$ cat src/hw/rtl/rau_pkg.sv
// Shared widths, operation codes and controller/datapath command types
// for the rational arithmetic unit. No dependencies.
`timescale 1ns / 1ps

package rau_pkg;

	// Operand and result widths
	localparam int OPERAND_WIDTH = 16;
	localparam int OUT_WIDTH     = 33;
	localparam int PROD_WIDTH    = 2 * OPERAND_WIDTH;
	localparam int MAG_WIDTH     = PROD_WIDTH + 1;
	localparam int SHIFT_WIDTH   = $clog2(MAG_WIDTH + 1);
	localparam int STEP_WIDTH    = $clog2(MAG_WIDTH);
	localparam int WIDE_WIDTH    = MAG_WIDTH + OUT_WIDTH;

	// Operation codes
	typedef logic [1:0] op_t;
	localparam op_t OP_ADD = 2'd0;
	localparam op_t OP_SUB = 2'd1;
	localparam op_t OP_MUL = 2'd2;
	localparam op_t OP_DIV = 2'd3;

	// Kind of result loaded into the output register
	typedef logic [1:0] res_kind_t;
	localparam res_kind_t RES_REDUCED  = 2'd0;
	localparam res_kind_t RES_ZERO     = 2'd1;
	localparam res_kind_t RES_DIV_ZERO = 2'd2;

	// Which partial product the multiplier forms
	typedef logic [1:0] mul_sel_t;
	localparam mul_sel_t MUL_P0 = 2'd0;
	localparam mul_sel_t MUL_P1 = 2'd1;
	localparam mul_sel_t MUL_P2 = 2'd2;

	// Controller to datapath
	typedef struct packed {
		logic      load_in;
		logic      mul_en;
		mul_sel_t  mul_sel;
		logic      combine;
		logic      gcd_init;
		logic      gcd_step;
		logic      div_init;
		logic      div_step;
		logic      out_load;
		res_kind_t res_kind;
	} dp_cmd_t;

	// Datapath to controller
	typedef struct packed {
		logic rn_zero;
		logic rd_zero;
		logic is_div;
		logic gcd_done;
	} dp_status_t;

endpackage

$ cat src/hw/rtl/rau_req_if.sv
// Request channel of the rational arithmetic unit: operation and two fractions.
// Depends on rau_pkg.
`timescale 1ns / 1ps

interface rau_req_if;
	import rau_pkg::*;

	logic                            valid;
	logic                            ready;
	op_t                             cmd;
	logic signed [OPERAND_WIDTH-1:0] num_a;
	logic signed [OPERAND_WIDTH-1:0] den_a;
	logic signed [OPERAND_WIDTH-1:0] num_b;
	logic signed [OPERAND_WIDTH-1:0] den_b;

	modport source (output valid, cmd, num_a, den_a, num_b, den_b, input ready);
	modport sink   (input valid, cmd, num_a, den_a, num_b, den_b, output ready);
endinterface

$ cat src/hw/rtl/rau_rsp_if.sv
// Response channel of the rational arithmetic unit: reduced fraction and
// divide-by-zero flag. Depends on rau_pkg.
`timescale 1ns / 1ps

interface rau_rsp_if;
	import rau_pkg::*;

	logic                        valid;
	logic                        ready;
	logic signed [OUT_WIDTH-1:0] num_out;
	logic signed [OUT_WIDTH-1:0] den_out;
	logic                        div_zero;

	modport source (output valid, num_out, den_out, div_zero, input ready);
	modport sink   (input valid, num_out, den_out, div_zero, output ready);
endinterface

$ cat src/hw/rtl/rau_ctrl.sv
// Sequencing state machine of the rational arithmetic unit: issues datapath
// commands and owns the handshake flags. Depends on rau_pkg.
`timescale 1ns / 1ps

module rau_ctrl (
	input  logic                clk,
	input  logic                arst_n,
	input  logic                in_valid,
	output logic                in_ready,
	output logic                out_valid,
	input  logic                out_ready,
	output rau_pkg::dp_cmd_t    cmd,
	input  rau_pkg::dp_status_t status
);
	import rau_pkg::*;

	localparam logic [2:0] S_IDLE  = 3'd0;
	localparam logic [2:0] S_MUL   = 3'd1;
	localparam logic [2:0] S_COMB  = 3'd2;
	localparam logic [2:0] S_CHECK = 3'd3;
	localparam logic [2:0] S_GCD   = 3'd4;
	localparam logic [2:0] S_DIV   = 3'd5;
	localparam logic [2:0] S_FIN   = 3'd6;

	logic [2:0]            state_q, state_d;
	logic [STEP_WIDTH-1:0] step_q;
	res_kind_t             kind_q, kind_d;
	logic                  out_valid_q;

	assign in_ready  = (state_q == S_IDLE);
	assign out_valid = out_valid_q;

	// Next state and command decode
	always_comb begin
		state_d      = state_q;
		kind_d       = kind_q;
		cmd          = '0;
		cmd.mul_sel  = step_q[1:0];
		cmd.res_kind = kind_q;
		unique case (state_q)
			S_IDLE: begin
				if (in_valid) begin
					cmd.load_in = 1'b1;
					state_d     = S_MUL;
				end
			end
			S_MUL: begin
				cmd.mul_en = 1'b1;
				if (step_q == STEP_WIDTH'(MUL_P2))
					state_d = S_COMB;
			end
			S_COMB: begin
				cmd.combine = 1'b1;
				state_d     = S_CHECK;
			end
			S_CHECK: begin
				cmd.gcd_init = 1'b1;
				priority if (status.is_div && status.rd_zero) begin
					kind_d  = RES_DIV_ZERO;
					state_d = S_FIN;
				end else if (status.rn_zero) begin
					kind_d  = RES_ZERO;
					state_d = S_FIN;
				end else begin
					kind_d  = RES_REDUCED;
					state_d = S_GCD;
				end
			end
			S_GCD: begin
				if (status.gcd_done) begin
					cmd.div_init = 1'b1;
					state_d      = S_DIV;
				end else begin
					cmd.gcd_step = 1'b1;
				end
			end
			S_DIV: begin
				cmd.div_step = 1'b1;
				if (step_q == STEP_WIDTH'(MAG_WIDTH - 1))
					state_d = S_FIN;
			end
			S_FIN: begin
				// wait for the output register to free up
				if (!out_valid_q || out_ready) begin
					cmd.out_load = 1'b1;
					state_d      = S_IDLE;
				end
			end
			default: state_d = S_IDLE;
		endcase
	end

	// State, step counter, result kind and output valid
	always_ff @(posedge clk or negedge arst_n) begin
		if (!arst_n) begin
			state_q     <= S_IDLE;
			step_q      <= '0;
			kind_q      <= RES_REDUCED;
			out_valid_q <= 1'b0;
		end else begin
			state_q <= state_d;
			kind_q  <= kind_d;
			if (cmd.load_in || cmd.div_init)
				step_q <= '0;
			else if (cmd.mul_en || cmd.div_step)
				step_q <= step_q + 1'b1;
			if (cmd.out_load)
				out_valid_q <= 1'b1;
			else if (out_ready)
				out_valid_q <= 1'b0;
		end
	end
endmodule

$ cat src/hw/rtl/rau_datapath.sv
// Datapath of the rational arithmetic unit: shared multiplier, sign-magnitude
// combine, binary GCD, two-lane restoring divider and output register.
// Depends on rau_pkg.
`timescale 1ns / 1ps

module rau_datapath (
	input  logic                                     clk,
	input  rau_pkg::dp_cmd_t                         cmd,
	input  rau_pkg::op_t                             op,
	input  logic signed [rau_pkg::OPERAND_WIDTH-1:0] num_a,
	input  logic signed [rau_pkg::OPERAND_WIDTH-1:0] den_a,
	input  logic signed [rau_pkg::OPERAND_WIDTH-1:0] num_b,
	input  logic signed [rau_pkg::OPERAND_WIDTH-1:0] den_b,
	output rau_pkg::dp_status_t                      status,
	output logic signed [rau_pkg::OUT_WIDTH-1:0]     num_out,
	output logic signed [rau_pkg::OUT_WIDTH-1:0]     den_out,
	output logic                                     div_zero
);
	import rau_pkg::*;

	typedef struct packed {
		logic [MAG_WIDTH-1:0] rem;
		logic [MAG_WIDTH-1:0] quo;
	} div_lane_t;

	// Magnitude of a two's complement operand
	function automatic logic [OPERAND_WIDTH-1:0] mag_of(logic [OPERAND_WIDTH-1:0] v);
		return v[OPERAND_WIDTH-1] ? (~v + 1'b1) : v;
	endfunction

	// One restoring division step: shift in the next dividend bit
	function automatic div_lane_t div_lane(div_lane_t cur, logic [MAG_WIDTH-1:0] d);
		logic [MAG_WIDTH:0] t;
		logic               qbit;
		div_lane_t          nxt;
		t = {cur.rem, cur.quo[MAG_WIDTH-1]};
		if (t >= {1'b0, d}) begin
			nxt.rem = MAG_WIDTH'(t - {1'b0, d});
			qbit    = 1'b1;
		end else begin
			nxt.rem = t[MAG_WIDTH-1:0];
			qbit    = 1'b0;
		end
		nxt.quo = {cur.quo[MAG_WIDTH-2:0], qbit};
		return nxt;
	endfunction

	// Sign and magnitude to the result width, wrapping
	function automatic logic [OUT_WIDTH-1:0] to_out(logic neg, logic [MAG_WIDTH-1:0] mag);
		logic [WIDE_WIDTH-1:0] w;
		w = {{OUT_WIDTH{1'b0}}, mag};
		if (neg)
			w = ~w + 1'b1;
		return w[OUT_WIDTH-1:0];
	endfunction

	// Captured operands
	op_t                    op_q;
	logic [OPERAND_WIDTH-1:0] na_mag_q, da_mag_q, nb_mag_q, db_mag_q;
	logic                   na_neg_q, da_neg_q, nb_neg_q, db_neg_q;

	// Partial products
	logic [PROD_WIDTH-1:0]  p0_mag_q, p1_mag_q, p2_mag_q;
	logic                   p0_neg_q, p1_neg_q, p2_neg_q;

	// Raw result
	logic [MAG_WIDTH-1:0]   rn_mag_q, rd_mag_q;
	logic                   rn_neg_q, rd_neg_q;

	// GCD and division
	logic [MAG_WIDTH-1:0]   u_q, v_q, g_q;
	logic [SHIFT_WIDTH-1:0] k_q;
	div_lane_t              ln_q, ld_q;

	// Output register
	logic [OUT_WIDTH-1:0]   num_q, den_q;
	logic                   dz_q;

	// Multiplier operand selection
	logic [OPERAND_WIDTH-1:0] mul_a, mul_b;
	logic                   mul_neg;
	logic [PROD_WIDTH-1:0]  prod;

	always_comb begin
		unique case (cmd.mul_sel)
			MUL_P0: begin
				mul_a   = na_mag_q;
				mul_b   = (op_q == OP_MUL) ? nb_mag_q : db_mag_q;
				mul_neg = na_neg_q ^ ((op_q == OP_MUL) ? nb_neg_q : db_neg_q);
			end
			MUL_P1: begin
				mul_a   = nb_mag_q;
				mul_b   = da_mag_q;
				mul_neg = nb_neg_q ^ da_neg_q;
			end
			MUL_P2: begin
				mul_a   = da_mag_q;
				mul_b   = (op_q == OP_DIV) ? nb_mag_q : db_mag_q;
				mul_neg = da_neg_q ^ ((op_q == OP_DIV) ? nb_neg_q : db_neg_q);
			end
			default: begin
				mul_a   = '0;
				mul_b   = '0;
				mul_neg = 1'b0;
			end
		endcase
		prod = PROD_WIDTH'(mul_a) * PROD_WIDTH'(mul_b);
	end

	// Sign-magnitude combine of the partial products
	logic [MAG_WIDTH-1:0] t0_mag, t1_mag, sum_mag;
	logic                 t0_neg, t1_neg, sum_neg;

	always_comb begin
		t0_mag = {1'b0, p0_mag_q};
		t1_mag = {1'b0, p1_mag_q};
		t0_neg = p0_neg_q && (p0_mag_q != '0);
		t1_neg = (p1_neg_q ^ (op_q == OP_SUB)) && (p1_mag_q != '0);
		priority if (t0_neg == t1_neg) begin
			sum_mag = t0_mag + t1_mag;
			sum_neg = t0_neg;
		end else if (t0_mag >= t1_mag) begin
			sum_mag = t0_mag - t1_mag;
			sum_neg = t0_neg;
		end else begin
			sum_mag = t1_mag - t0_mag;
			sum_neg = t1_neg;
		end
		if (sum_mag == '0)
			sum_neg = 1'b0;
	end

	// Binary GCD step
	logic [MAG_WIDTH-1:0]   u_d, v_d;
	logic [SHIFT_WIDTH-1:0] k_d;

	always_comb begin
		u_d = u_q;
		v_d = v_q;
		k_d = k_q;
		priority if (!u_q[0] && !v_q[0]) begin
			u_d = u_q >> 1;
			v_d = v_q >> 1;
			k_d = k_q + 1'b1;
		end else if (!u_q[0]) begin
			u_d = u_q >> 1;
		end else if (!v_q[0]) begin
			v_d = v_q >> 1;
		end else if (u_q >= v_q) begin
			u_d = (u_q - v_q) >> 1;
		end else begin
			v_d = (v_q - u_q) >> 1;
		end
	end

	assign status.rn_zero  = (rn_mag_q == '0);
	assign status.rd_zero  = (rd_mag_q == '0);
	assign status.is_div   = (op_q == OP_DIV);
	assign status.gcd_done = (u_q == '0) || (v_q == '0);

	// Datapath registers
	always_ff @(posedge clk) begin
		if (cmd.load_in) begin
			op_q     <= op;
			na_mag_q <= mag_of(num_a);
			da_mag_q <= mag_of(den_a);
			nb_mag_q <= mag_of(num_b);
			db_mag_q <= mag_of(den_b);
			na_neg_q <= num_a[OPERAND_WIDTH-1];
			da_neg_q <= den_a[OPERAND_WIDTH-1];
			nb_neg_q <= num_b[OPERAND_WIDTH-1];
			db_neg_q <= den_b[OPERAND_WIDTH-1];
		end

		if (cmd.mul_en) begin
			unique case (cmd.mul_sel)
				MUL_P0: begin
					p0_mag_q <= prod;
					p0_neg_q <= mul_neg;
				end
				MUL_P1: begin
					p1_mag_q <= prod;
					p1_neg_q <= mul_neg;
				end
				MUL_P2: begin
					p2_mag_q <= prod;
					p2_neg_q <= mul_neg;
				end
				default: ;
			endcase
		end

		if (cmd.combine) begin
			if (op_q == OP_ADD || op_q == OP_SUB) begin
				rn_mag_q <= sum_mag;
				rn_neg_q <= sum_neg;
			end else begin
				rn_mag_q <= {1'b0, p0_mag_q};
				rn_neg_q <= p0_neg_q && (p0_mag_q != '0);
			end
			rd_mag_q <= {1'b0, p2_mag_q};
			rd_neg_q <= p2_neg_q && (p2_mag_q != '0);
		end

		priority if (cmd.gcd_init) begin
			u_q <= rn_mag_q;
			v_q <= rd_mag_q;
			k_q <= '0;
		end else if (cmd.gcd_step) begin
			u_q <= u_d;
			v_q <= v_d;
			k_q <= k_d;
		end

		priority if (cmd.div_init) begin
			g_q    <= (u_q | v_q) << k_q;
			ln_q   <= '{rem: '0, quo: rn_mag_q};
			ld_q   <= '{rem: '0, quo: rd_mag_q};
		end else if (cmd.div_step) begin
			ln_q <= div_lane(ln_q, g_q);
			ld_q <= div_lane(ld_q, g_q);
		end

		// signs trade places between numerator and denominator
		if (cmd.out_load) begin
			unique case (cmd.res_kind)
				RES_REDUCED: begin
					num_q <= to_out(rd_neg_q && (ln_q.quo != '0), ln_q.quo);
					den_q <= to_out(rn_neg_q && (ld_q.quo != '0), ld_q.quo);
					dz_q  <= 1'b0;
				end
				RES_ZERO: begin
					num_q <= '0;
					den_q <= OUT_WIDTH'(1);
					dz_q  <= 1'b0;
				end
				RES_DIV_ZERO: begin
					num_q <= '0;
					den_q <= '0;
					dz_q  <= 1'b1;
				end
				default: begin
					num_q <= '0;
					den_q <= '0;
					dz_q  <= 1'b0;
				end
			endcase
		end
	end

	assign num_out  = num_q;
	assign den_out  = den_q;
	assign div_zero = dz_q;
endmodule

$ cat src/hw/rtl/rational_arith_unit.sv
// Rational arithmetic unit: one operation on two fractions, reduced by the GCD.
// Steps in order: capture, 3 products on one multiplier, combine, check, binary GCD
// steps, then a divider step per bit of the 33-bit quotients, and the output load.
// A zero result or a zero divisor skips the GCD and divider. One item in flight: no
// new request is taken until the last result is in the output register; the
// next is taken while it waits. arst_n clears the controller and output valid only.
`timescale 1ns / 1ps

module rational_arith_unit (
	input logic       clk,
	input logic       arst_n,
	rau_req_if.sink   req,
	rau_rsp_if.source rsp
);
	import rau_pkg::*;

	dp_cmd_t    dp_cmd;
	dp_status_t dp_status;

	// Sequencer
	rau_ctrl u_ctrl (
		.clk       (clk),
		.arst_n    (arst_n),
		.in_valid  (req.valid),
		.in_ready  (req.ready),
		.out_valid (rsp.valid),
		.out_ready (rsp.ready),
		.cmd       (dp_cmd),
		.status    (dp_status)
	);

	// Arithmetic
	rau_datapath u_datapath (
		.clk      (clk),
		.cmd      (dp_cmd),
		.op       (req.cmd),
		.num_a    (req.num_a),
		.den_a    (req.den_a),
		.num_b    (req.num_b),
		.den_b    (req.den_b),
		.status   (dp_status),
		.num_out  (rsp.num_out),
		.den_out  (rsp.den_out),
		.div_zero (rsp.div_zero)
	);
endmodule
$ cat src/flat_wrapper.sv
// flat-port wrapper written by rule: the top's interface ports become plain ports
module rational_arith_unit_flat import rau_pkg::*;
  (clk, arst_n, req_valid, req_cmd, req_num_a, req_den_a, req_num_b, req_den_b, req_ready, rsp_valid, rsp_num_out, rsp_den_out, rsp_div_zero, rsp_ready);
  rau_req_if req_i ();
  rau_rsp_if rsp_i ();
  input logic clk;
  input logic arst_n;
  input wire logic [$bits(req_i.valid)-1:0] req_valid;
  input wire logic [$bits(req_i.cmd)-1:0] req_cmd;
  input wire logic [$bits(req_i.num_a)-1:0] req_num_a;
  input wire logic [$bits(req_i.den_a)-1:0] req_den_a;
  input wire logic [$bits(req_i.num_b)-1:0] req_num_b;
  input wire logic [$bits(req_i.den_b)-1:0] req_den_b;
  output wire logic [$bits(req_i.ready)-1:0] req_ready;
  output wire logic [$bits(rsp_i.valid)-1:0] rsp_valid;
  output wire logic [$bits(rsp_i.num_out)-1:0] rsp_num_out;
  output wire logic [$bits(rsp_i.den_out)-1:0] rsp_den_out;
  output wire logic [$bits(rsp_i.div_zero)-1:0] rsp_div_zero;
  input wire logic [$bits(rsp_i.ready)-1:0] rsp_ready;
  assign req_i.valid = req_valid;
  assign req_i.cmd = req_cmd;
  assign req_i.num_a = req_num_a;
  assign req_i.den_a = req_den_a;
  assign req_i.num_b = req_num_b;
  assign req_i.den_b = req_den_b;
  assign req_ready = req_i.ready;
  assign rsp_valid = rsp_i.valid;
  assign rsp_num_out = rsp_i.num_out;
  assign rsp_den_out = rsp_i.den_out;
  assign rsp_div_zero = rsp_i.div_zero;
  assign rsp_i.ready = rsp_ready;
  rational_arith_unit u_core (.clk(clk), .arst_n(arst_n), .req(req_i), .rsp(rsp_i));
endmodule
$ cat config.mk
export PLATFORM = sky130hd
export DESIGN_NAME = rational_arith_unit_flat
export DESIGN_NICKNAME = d
export VERILOG_FILES = /design/src/hw/rtl/rau_pkg.sv /design/src/hw/rtl/rau_req_if.sv /design/src/hw/rtl/rau_rsp_if.sv /design/src/hw/rtl/rau_ctrl.sv /design/src/hw/rtl/rau_datapath.sv /design/src/hw/rtl/rational_arith_unit.sv /design/src/flat_wrapper.sv
export SDC_FILE = /design/constraint.sdc
export NUM_CORES = 2
export LEC_CHECK = 0
export ABC_AREA = 1
export BUFFER_PORTS_ARGS = -buffer_cell sky130_fd_sc_hd__buf_2
export CAP_MARGIN = 20
export CELL_PAD_IN_SITES_DETAIL_PLACEMENT = 0
export CELL_PAD_IN_SITES_GLOBAL_PLACEMENT = 1
export CORE_UTILIZATION = 49
export DETAILED_ROUTE_END_ITERATION = 10
export HOLD_SLACK_MARGIN = 0.06
export PLACE_DENSITY = 0.89
export SLEW_MARGIN = 20
export SYNTH_ARGS = -nofsm -noshare
export SYNTH_HDL_FRONTEND = slang
export SYNTH_SLANG_ARGS = --single-unit
$ cat constraint.sdc
create_clock -name clk -period 8.9 [get_ports clk]
set_input_delay 0.89 -clock clk [delete_from_list [all_inputs] [get_ports clk]]
set_output_delay 0.89 -clock clk [all_outputs]
set_load 0.02 [all_outputs]
-- Yosys cells after proc, flatten, opt, wreduce, memory -nomap -nowiden
Index checks and enable logic that the tools add are counted.
- register bits: 552
- word-level logic and storage cells: 208
- input bits: 70
- bitwise gates (word level): 11
- add/subtract/negate cells: 15
- shifts and indexed selects: 1
- $lt $le $gt $ge: 4
- multiplexer cells: 67
- reduce and logical (&&, ||, !) cells: 42
- $mul: 1
- equality and inequality tests: 24
- operator list (operator ; count):
    2-to-1 mux 33 bit ; 20
    zero test 33 bit ; 5
    subtractor 33 bit ; 4
    2-to-1 mux 32 bit ; 3
    one-hot mux 16 bit (3 select lines) ; 2
    nonzero test 32 bit ; 3
    greater-or-equal comparator 34 x 33 -> 1 bit ; 2
    adder 33 x 1 -> 33 bit (second input constant) ; 2
    NOT 33 bit ; 2
    one-hot mux 33 bit (2 select lines) ; 1
    nonzero test 33 bit ; 2
    subtractor 32 x 32 -> 33 bit ; 2
    adder 16 x 1 -> 16 bit (second input constant) ; 4
    NOT 16 bit ; 4
    2-to-1 mux 15 bit ; 4
    adder 32 x 32 -> 33 bit ; 1
    greater-or-equal comparator 33 bit ; 1
    bitwise OR 33 bit ; 1
    left shift 33 x 6 -> 33 bit ; 1
    greater-or-equal comparator 32 bit ; 1
    multiplier 16 x 16 -> 32 bit ; 1
    2-to-1 mux 16 bit ; 2
    2-to-1 mux 1 bit ; 22
    one-hot mux 3 bit (7 select lines) ; 1
    28 further kinds ; 74

-- Depth between registers and ports, before layout
- word-level depth: 8
- gate-level depth with buffers: 33
- mapped depth without buffers: 30

-- Cells and area by module
Synthesis repeated with hierarchy kept, for this count alone.
- cell total of the unflattened synthesis: 6675
- area total of the unflattened synthesis: 50100.6 µm²
- modules (own cells, without submodules) (module ; seq. area each (µm²) ; area an instance (µm²) ; cells each ; instances):
    rau_datapath ; 15464.8 ; 49267.3 ; 6559 ; 1
    rau_ctrl ; 300.3 ; 833.3 ; 116 ; 1

-- Least setup slack after synthesis
No wires, ideal clock.
- path type: register to register
- start point: register u_core.u_ctrl.step_q[0]
- end point: register u_core.u_datapath.p0_mag_q[30] (data pin)
- library setup time: 0.267 ns
- setup slack: 2.054 ns
- buffers on the path: 2
- arrival time: 6.579 ns
- cell stages (with the launch flop): 32
- cells stage by stage: dfrtp_1 inv_1 ha_1 clkbuf_1 inv_1 o22ai_2 inv_1 nor2_1 a221oi_1 nor2_1 clkbuf_1 nand2_1 fa_1 inv_1 fa_1 inv_1 fa_1 inv_1 fa_1 fa_1 inv_1 fa_1 inv_1 ha_1 nand2_1 o21ai_0 a21boi_0 o221ai_1 a21oi_1 nor2_1 nor2_1 xor2_1
- word-level cells in the longest chain between the ends: 3
- RTL lines (element ; line ; source):
    from (decl) ; rau_ctrl.sv:26 ; logic [STEP_WIDTH-1:0] step_q;
    from (signal assigned) ; rau_ctrl.sv:106 ; step_q <= step_q + 1'b1;
    == test 2 bit (tied with other cells) ; rau_datapath.sv:85 ; unique case (cmd.mul_sel)
    one-hot mux 16 bit (3 select lines) ; rau_datapath.sv:85 ;
    multiplier 16 x 16 -> 32 bit (*) ; rau_datapath.sv:107 ; prod = PROD_WIDTH'(mul_a) * PROD_WIDTH'(mul_b);
    via u_core.u_datapath.prod[30] ; rau_datapath.sv:82 ; logic [PROD_WIDTH-1:0] prod;
    to (signal assigned) ; rau_datapath.sv:178 ; p0_mag_q <= prod;
    to (decl) ; rau_datapath.sv:63 ; logic [PROD_WIDTH-1:0] p0_mag_q, p1_mag_q, p2_mag_q;
Mark *: on every way through the listed nets, which the timed path passes. The rest lies on a longest branch.
A chain may end at the register's enable or synchronous reset.

-- Final worst setup path
- start point: register u_core.u_ctrl.step_q[0]
- end point: register u_core.u_datapath.p1_mag_q[30] (data pin)
- word-level cells in the longest chain between the ends: 3
- RTL lines (element ; line ; source):
    == test 2 bit (tied with other cells) ; rau_datapath.sv:85 ;
    one-hot mux 16 bit (3 select lines) ; rau_datapath.sv:85 ;
    multiplier 16 x 16 -> 32 bit (*) ; rau_datapath.sv:107 ;
    via u_core.u_datapath.prod[30] ; rau_datapath.sv:82 ;
    to (signal assigned) ; rau_datapath.sv:182 ; p1_mag_q <= prod;
    to (decl) ; rau_datapath.sv:63 ;
Marks and branches as above.

==> report_table.html <==
<table>
<tr><th>Metric</th><th>Value</th></tr>
<tr><th colspan="2">Run status</th></tr>
<tr><td>Result of the run</td><td>completed</td></tr>
<tr><th colspan="2">Detailed routing</th></tr>
<tr><td>Number of violations reported at the end of detailed-routing iteration 0</td><td>4955</td></tr>
<tr><td>ANT nets after route</td><td>0</td></tr>
<tr><td>Length of the first detailed-routing pass in iterations</td><td>9</td></tr>
<tr><td>Overall via count from detail_route</td><td>45430</td></tr>
<tr><td>DRC violation count after routing</td><td>0</td></tr>
<tr><td>Per-cell via count in the routed design</td><td>5.698</td></tr>
<tr><td>Final routed wire length divided by cell count</td><td>22.33 µm</td></tr>
<tr><td>Wirelength, routed</td><td>178000 µm</td></tr>
<tr><th colspan="2">GRT</th></tr>
<tr><td>Initial antenna violation count</td><td>5</td></tr>
<tr><td>Total global routing track utilization</td><td>34.09%</td></tr>
<tr><td>Via count of the first global-routing pass</td><td>42640</td></tr>
<tr><td>Gr ovfl total</td><td>0</td></tr>
<tr><td>Largest net degree at the start of global routing</td><td>85</td></tr>
<tr><td>First-pass GRT wire length</td><td>263900 µm</td></tr>
<tr><th colspan="2">Clock tree</th></tr>
<tr><td>Post-CTS Setup Bufs</td><td>0</td></tr>
<tr><td>Clock Pin Slew Worst Setup and Hold Paths</td><td>0.06 ns</td></tr>
<tr><td>Cts hold-fix bufs</td><td>0</td></tr>
<tr><td>Clock root buffer master</td><td>clkbuf_16</td></tr>
<tr><td>Clock insertion delay at the later pin of the skew report</td><td>0.72 ns</td></tr>
<tr><td>Number of buffers on the longest clock path</td><td>3</td></tr>
<tr><td>Clock buffer count from CTS</td><td>61</td></tr>
<tr><td>Number of sinks driven by the clock tree</td><td>551</td></tr>
<tr><td>Level count of the clock H-tree</td><td>2</td></tr>
<tr><td>Quantity of gates resized following cts</td><td>0</td></tr>
<tr><td>CTS tree</td><td>yes</td></tr>
<tr><th colspan="2">Critical path</th></tr>
<tr><td>Slowest library cell on the worst path</td><td>nor2_1</td></tr>
<tr><td>Biggest fanout along the worst timing path</td><td>18</td></tr>
<tr><td>Launching element type of the critical path</td><td>register</td></tr>
<tr><td>Critical path endpoint category</td><td>register</td></tr>
<tr><td>Path type of the worst setup path</td><td>register to register</td></tr>
<tr><td>CP peak stage delay</td><td>0.57 ns</td></tr>
<tr><td>CP Data Required Time</td><td>9.33 ns</td></tr>
<tr><td>Critical path arrival</td><td>8.49 ns</td></tr>
<tr><th colspan="2">STA</th></tr>
<tr><td>Hold Violations, Final</td><td>0</td></tr>
<tr><td>Slew at the pin closest to its max-slew limit</td><td>1.118 ns</td></tr>
<tr><td>Unrepaired setup endpoints after global routing</td><td>false</td></tr>
<tr><td>Final slew viol count</td><td>0</td></tr>
<tr><td>Time the final worst path needs with I/O delays and setup</td><td>8.062 ns</td></tr>
<tr><td>Setup TNS after final layout</td><td>0 ns</td></tr>
<tr><td>Clock skew</td><td>0.05777 ns</td></tr>
<tr><td>Hold_ws</td><td>0.1222 ns</td></tr>
<tr><td>Number of failing setup endpoints in the final timing report</td><td>0</td></tr>
<tr><td>Final worst-path cycle share</td><td>90.59%</td></tr>
<tr><td>Fmax</td><td>124.0 MHz</td></tr>
<tr><td>Max-slew headroom</td><td>25.47%</td></tr>
<tr><th colspan="2">Die</th></tr>
<tr><td>Die H</td><td>321.2 µm</td></tr>
<tr><td>Starting utilization of the core area</td><td>49.65%</td></tr>
<tr><td>DIE WIDTH</td><td>321.2 µm</td></tr>
<tr><td>Core area</td><td>0.1006 mm²</td></tr>
<tr><td>Total I/O pin count</td><td>139</td></tr>
<tr><td>Standard-cell row count</td><td>116</td></tr>
<tr><td>Die area</td><td>0.1032 mm²</td></tr>
<tr><th colspan="2">Layout</th></tr>
<tr><td>Multi-input gate area</td><td>0.02948 mm²</td></tr>
<tr><td>Filler instances</td><td>9644</td></tr>
<tr><td>FF/Latch Area</td><td>0.01577 mm²</td></tr>
<tr><td>Growth of design area from synthesis to finish</td><td>7.792%</td></tr>
<tr><td>Final-stage net count</td><td>7208</td></tr>
<tr><td>Most common cell after layout, fill and taps aside</td><td>nand2_1</td></tr>
<tr><td>Fraction of layout cells with a size suffix above 1</td><td>7.288%</td></tr>
<tr><td>Most frequent cells in the layout</td><td>1496 x nand2_1, 973 x inv_1, 657 x nor2_1</td></tr>
<tr><th colspan="2">Power and ir drop</th></tr>
<tr><td>Maximum resistive drop on vdd</td><td>152.9 µV</td></tr>
<tr><td>Areal power density over the cells</td><td>101.1 mW/mm²</td></tr>
<tr><td>Leak Pwr</td><td>25.44 nW</td></tr>
<tr><th colspan="2">Hold path</th></tr>
<tr><td>Min-Delay Path Class</td><td>primary input to async pin</td></tr>
<tr><th colspan="2">Yosys</th></tr>
<tr><td>Netlist area before placement</td><td>0.04994 mm²</td></tr>
<tr><td>Avg Synthesized Cell Area</td><td>7.687 µm²</td></tr>
<tr><td>Number of instances in the synthesized netlist</td><td>6496</td></tr>
<tr><td>Number of different library cells in the post-synthesis netlist</td><td>71</td></tr>
<tr><td>Synthesis-stage register bit count</td><td>551</td></tr>
<tr><td>Net count after synthesis</td><td>7142</td></tr>
<tr><td>Portion of the post-synthesis area used by sequential elements</td><td>31.57%</td></tr>
<tr><td>Warnings, synthesis</td><td>0</td></tr>
<tr><td>Fraction of synthesis flops using an asynchronous set or reset pin</td><td>2.178%</td></tr>
<tr><td>Leading register cell type out of synthesis</td><td>edfxtp_1</td></tr>
<tr><td>Post-synth EDFFs</td><td>467</td></tr>
<tr><th colspan="2">Place</th></tr>
<tr><td>Port bufs</td><td>138</td></tr>
<tr><td>Final weighted congestion in routability-driven placement</td><td>1.021</td></tr>
<tr><td>Detailed placer's ending HPWL</td><td>146000 µm</td></tr>
<tr><th colspan="2">Flow run</th></tr>
<tr><td>MaxCap Viol Count</td><td>0</td></tr>
</table>
## through the flow
stage	std cells	instance area (µm²)	total power [mW]	utilization, %	setup slack [ns]
final	7973	53830	5.441	53.52	0.8379
after global routing	7972	53830	5.568	53.52	0.3596
after CTS	7971	53820	5.473	53.51	0.9545
after detailed placement	7856	51780	2.904	51.49	0.9826
after global placement	7856	51780	2.903	51.49	1.149
after floorplan	6496	49940	2.862	-	2.054
## metal layers
metal | routed length (µm) | part of all wire, % | track usage (%) | up-vias
li1 | - | - | - | 21460
met1 | 73620 | 41 | 45.76 | 21600
met4 | 8726 | 4.9 | 15.05 | 2
met3 | 14810 | 8.3 | 5.157 | 368
met2 | 80860 | 45 | 54.45 | 2000
met5 | 18 | 0.010 | 0 | -
## registers in the layout (all words and copies together), names as in the netlist, 32 cells and up
name	flops
u_core.u_datapath.p0_mag_q	32
u_core.u_datapath.p1_mag_q	32
u_core.u_datapath.num_out	33
u_core.u_datapath.ld_q	66
u_core.u_datapath.ln_q	66
u_core.u_datapath.g_q	33
u_core.u_datapath.den_out	33
u_core.u_datapath.p2_mag_q	32
u_core.u_datapath.u_q	33
u_core.u_datapath.v_q	32
u_core.u_datapath.rd_mag_q	32
u_core.u_datapath.rn_mag_q	33
## power breakdown
part           total [mW]  leakage (nW)  switching [mW]  internal [mW]
Clock                2.59         0.976            1.17           1.42
Sequential           2.77          4.54        0.000717           2.77
Combinational      0.0794          19.9          0.0479         0.0315
Total                5.44          25.4            1.22           4.22
## final timing paths
path	depth (start not counted)	to	slack [ns]	start
worst min-delay path	1	u_core.u_ctrl.out_valid$_DFFE_PN0P_	0.12	arst_n
worst min register to register	0	u_core.u_datapath.rd_mag_q[1]$_DFFE_PP_	0.43	u_core.u_datapath.p2_mag_q[1]$_DFFE_PP_
max in group asynchronous	1	u_core.u_ctrl.kind_q[1]$_DFFE_PN0P_	8.40	arst_n
worst max-delay path	29	u_core.u_datapath.p1_mag_q[30]$_DFFE_PP_	0.84	u_core.u_ctrl.step_q[0]$_DFFE_PN0P_
min in group clk	2	u_core.u_ctrl.out_valid$_DFFE_PN0P_	0.37	rsp_ready
worst max register to register	29	u_core.u_datapath.p1_mag_q[30]$_DFFE_PP_	0.84	u_core.u_ctrl.step_q[0]$_DFFE_PN0P_
## synthesized netlist by cell type, drive strengths merged, types with 92 or more instances
master | n | area, µm²
a21oi | 394 | 2009
clkbuf | 110 | 412.9
edfxtp | 467 | 14020
fa | 201 | 4024
ha | 375 | 4692
inv | 995 | 3740
nand2 | 1549 | 6033
nand3 | 269 | 1404
nor2 | 693 | 2758
nor3 | 92 | 513.0
o21ai | 490 | 2475
xor2 | 139 | 1217
## cell type report
type	count	share of cell area, %
antenna	2	0.009298
clock buffer	69	2.947
clock inverter	46	0.8321
inverter	1006	7.024
multi-input combinational	4754	54.76
sequential	551	29.29
tap	1357	3.154
timing repair buffer	188	1.980
## critical path, delay by kind of cell (launching register included)
family	cells	cell delay, ns
compound gates	6	1.42
xor+xnor	1	0.16
flops	1	0.40
simple gates	6	1.17
buf+inv	8	1.09
fa+ha+maj	8	3.52
## logic make-up after synthesis
| family | count (synthesis) | share of synthesized area, % |
|---|---|---|
| and+or+nand+nor | 2781 | 23.72 |
| adders and majority gates | 576 | 17.45 |
| DFF | 551 | 31.57 |
| AOI/OAI and AO/OA | 1159 | 13.46 |
| muxes | 22 | 0.4435 |
| xor gates and xnor gates | 216 | 3.788 |
| buffers and inverters | 1191 | 9.556 |
(Power assumes the default switching activity.)
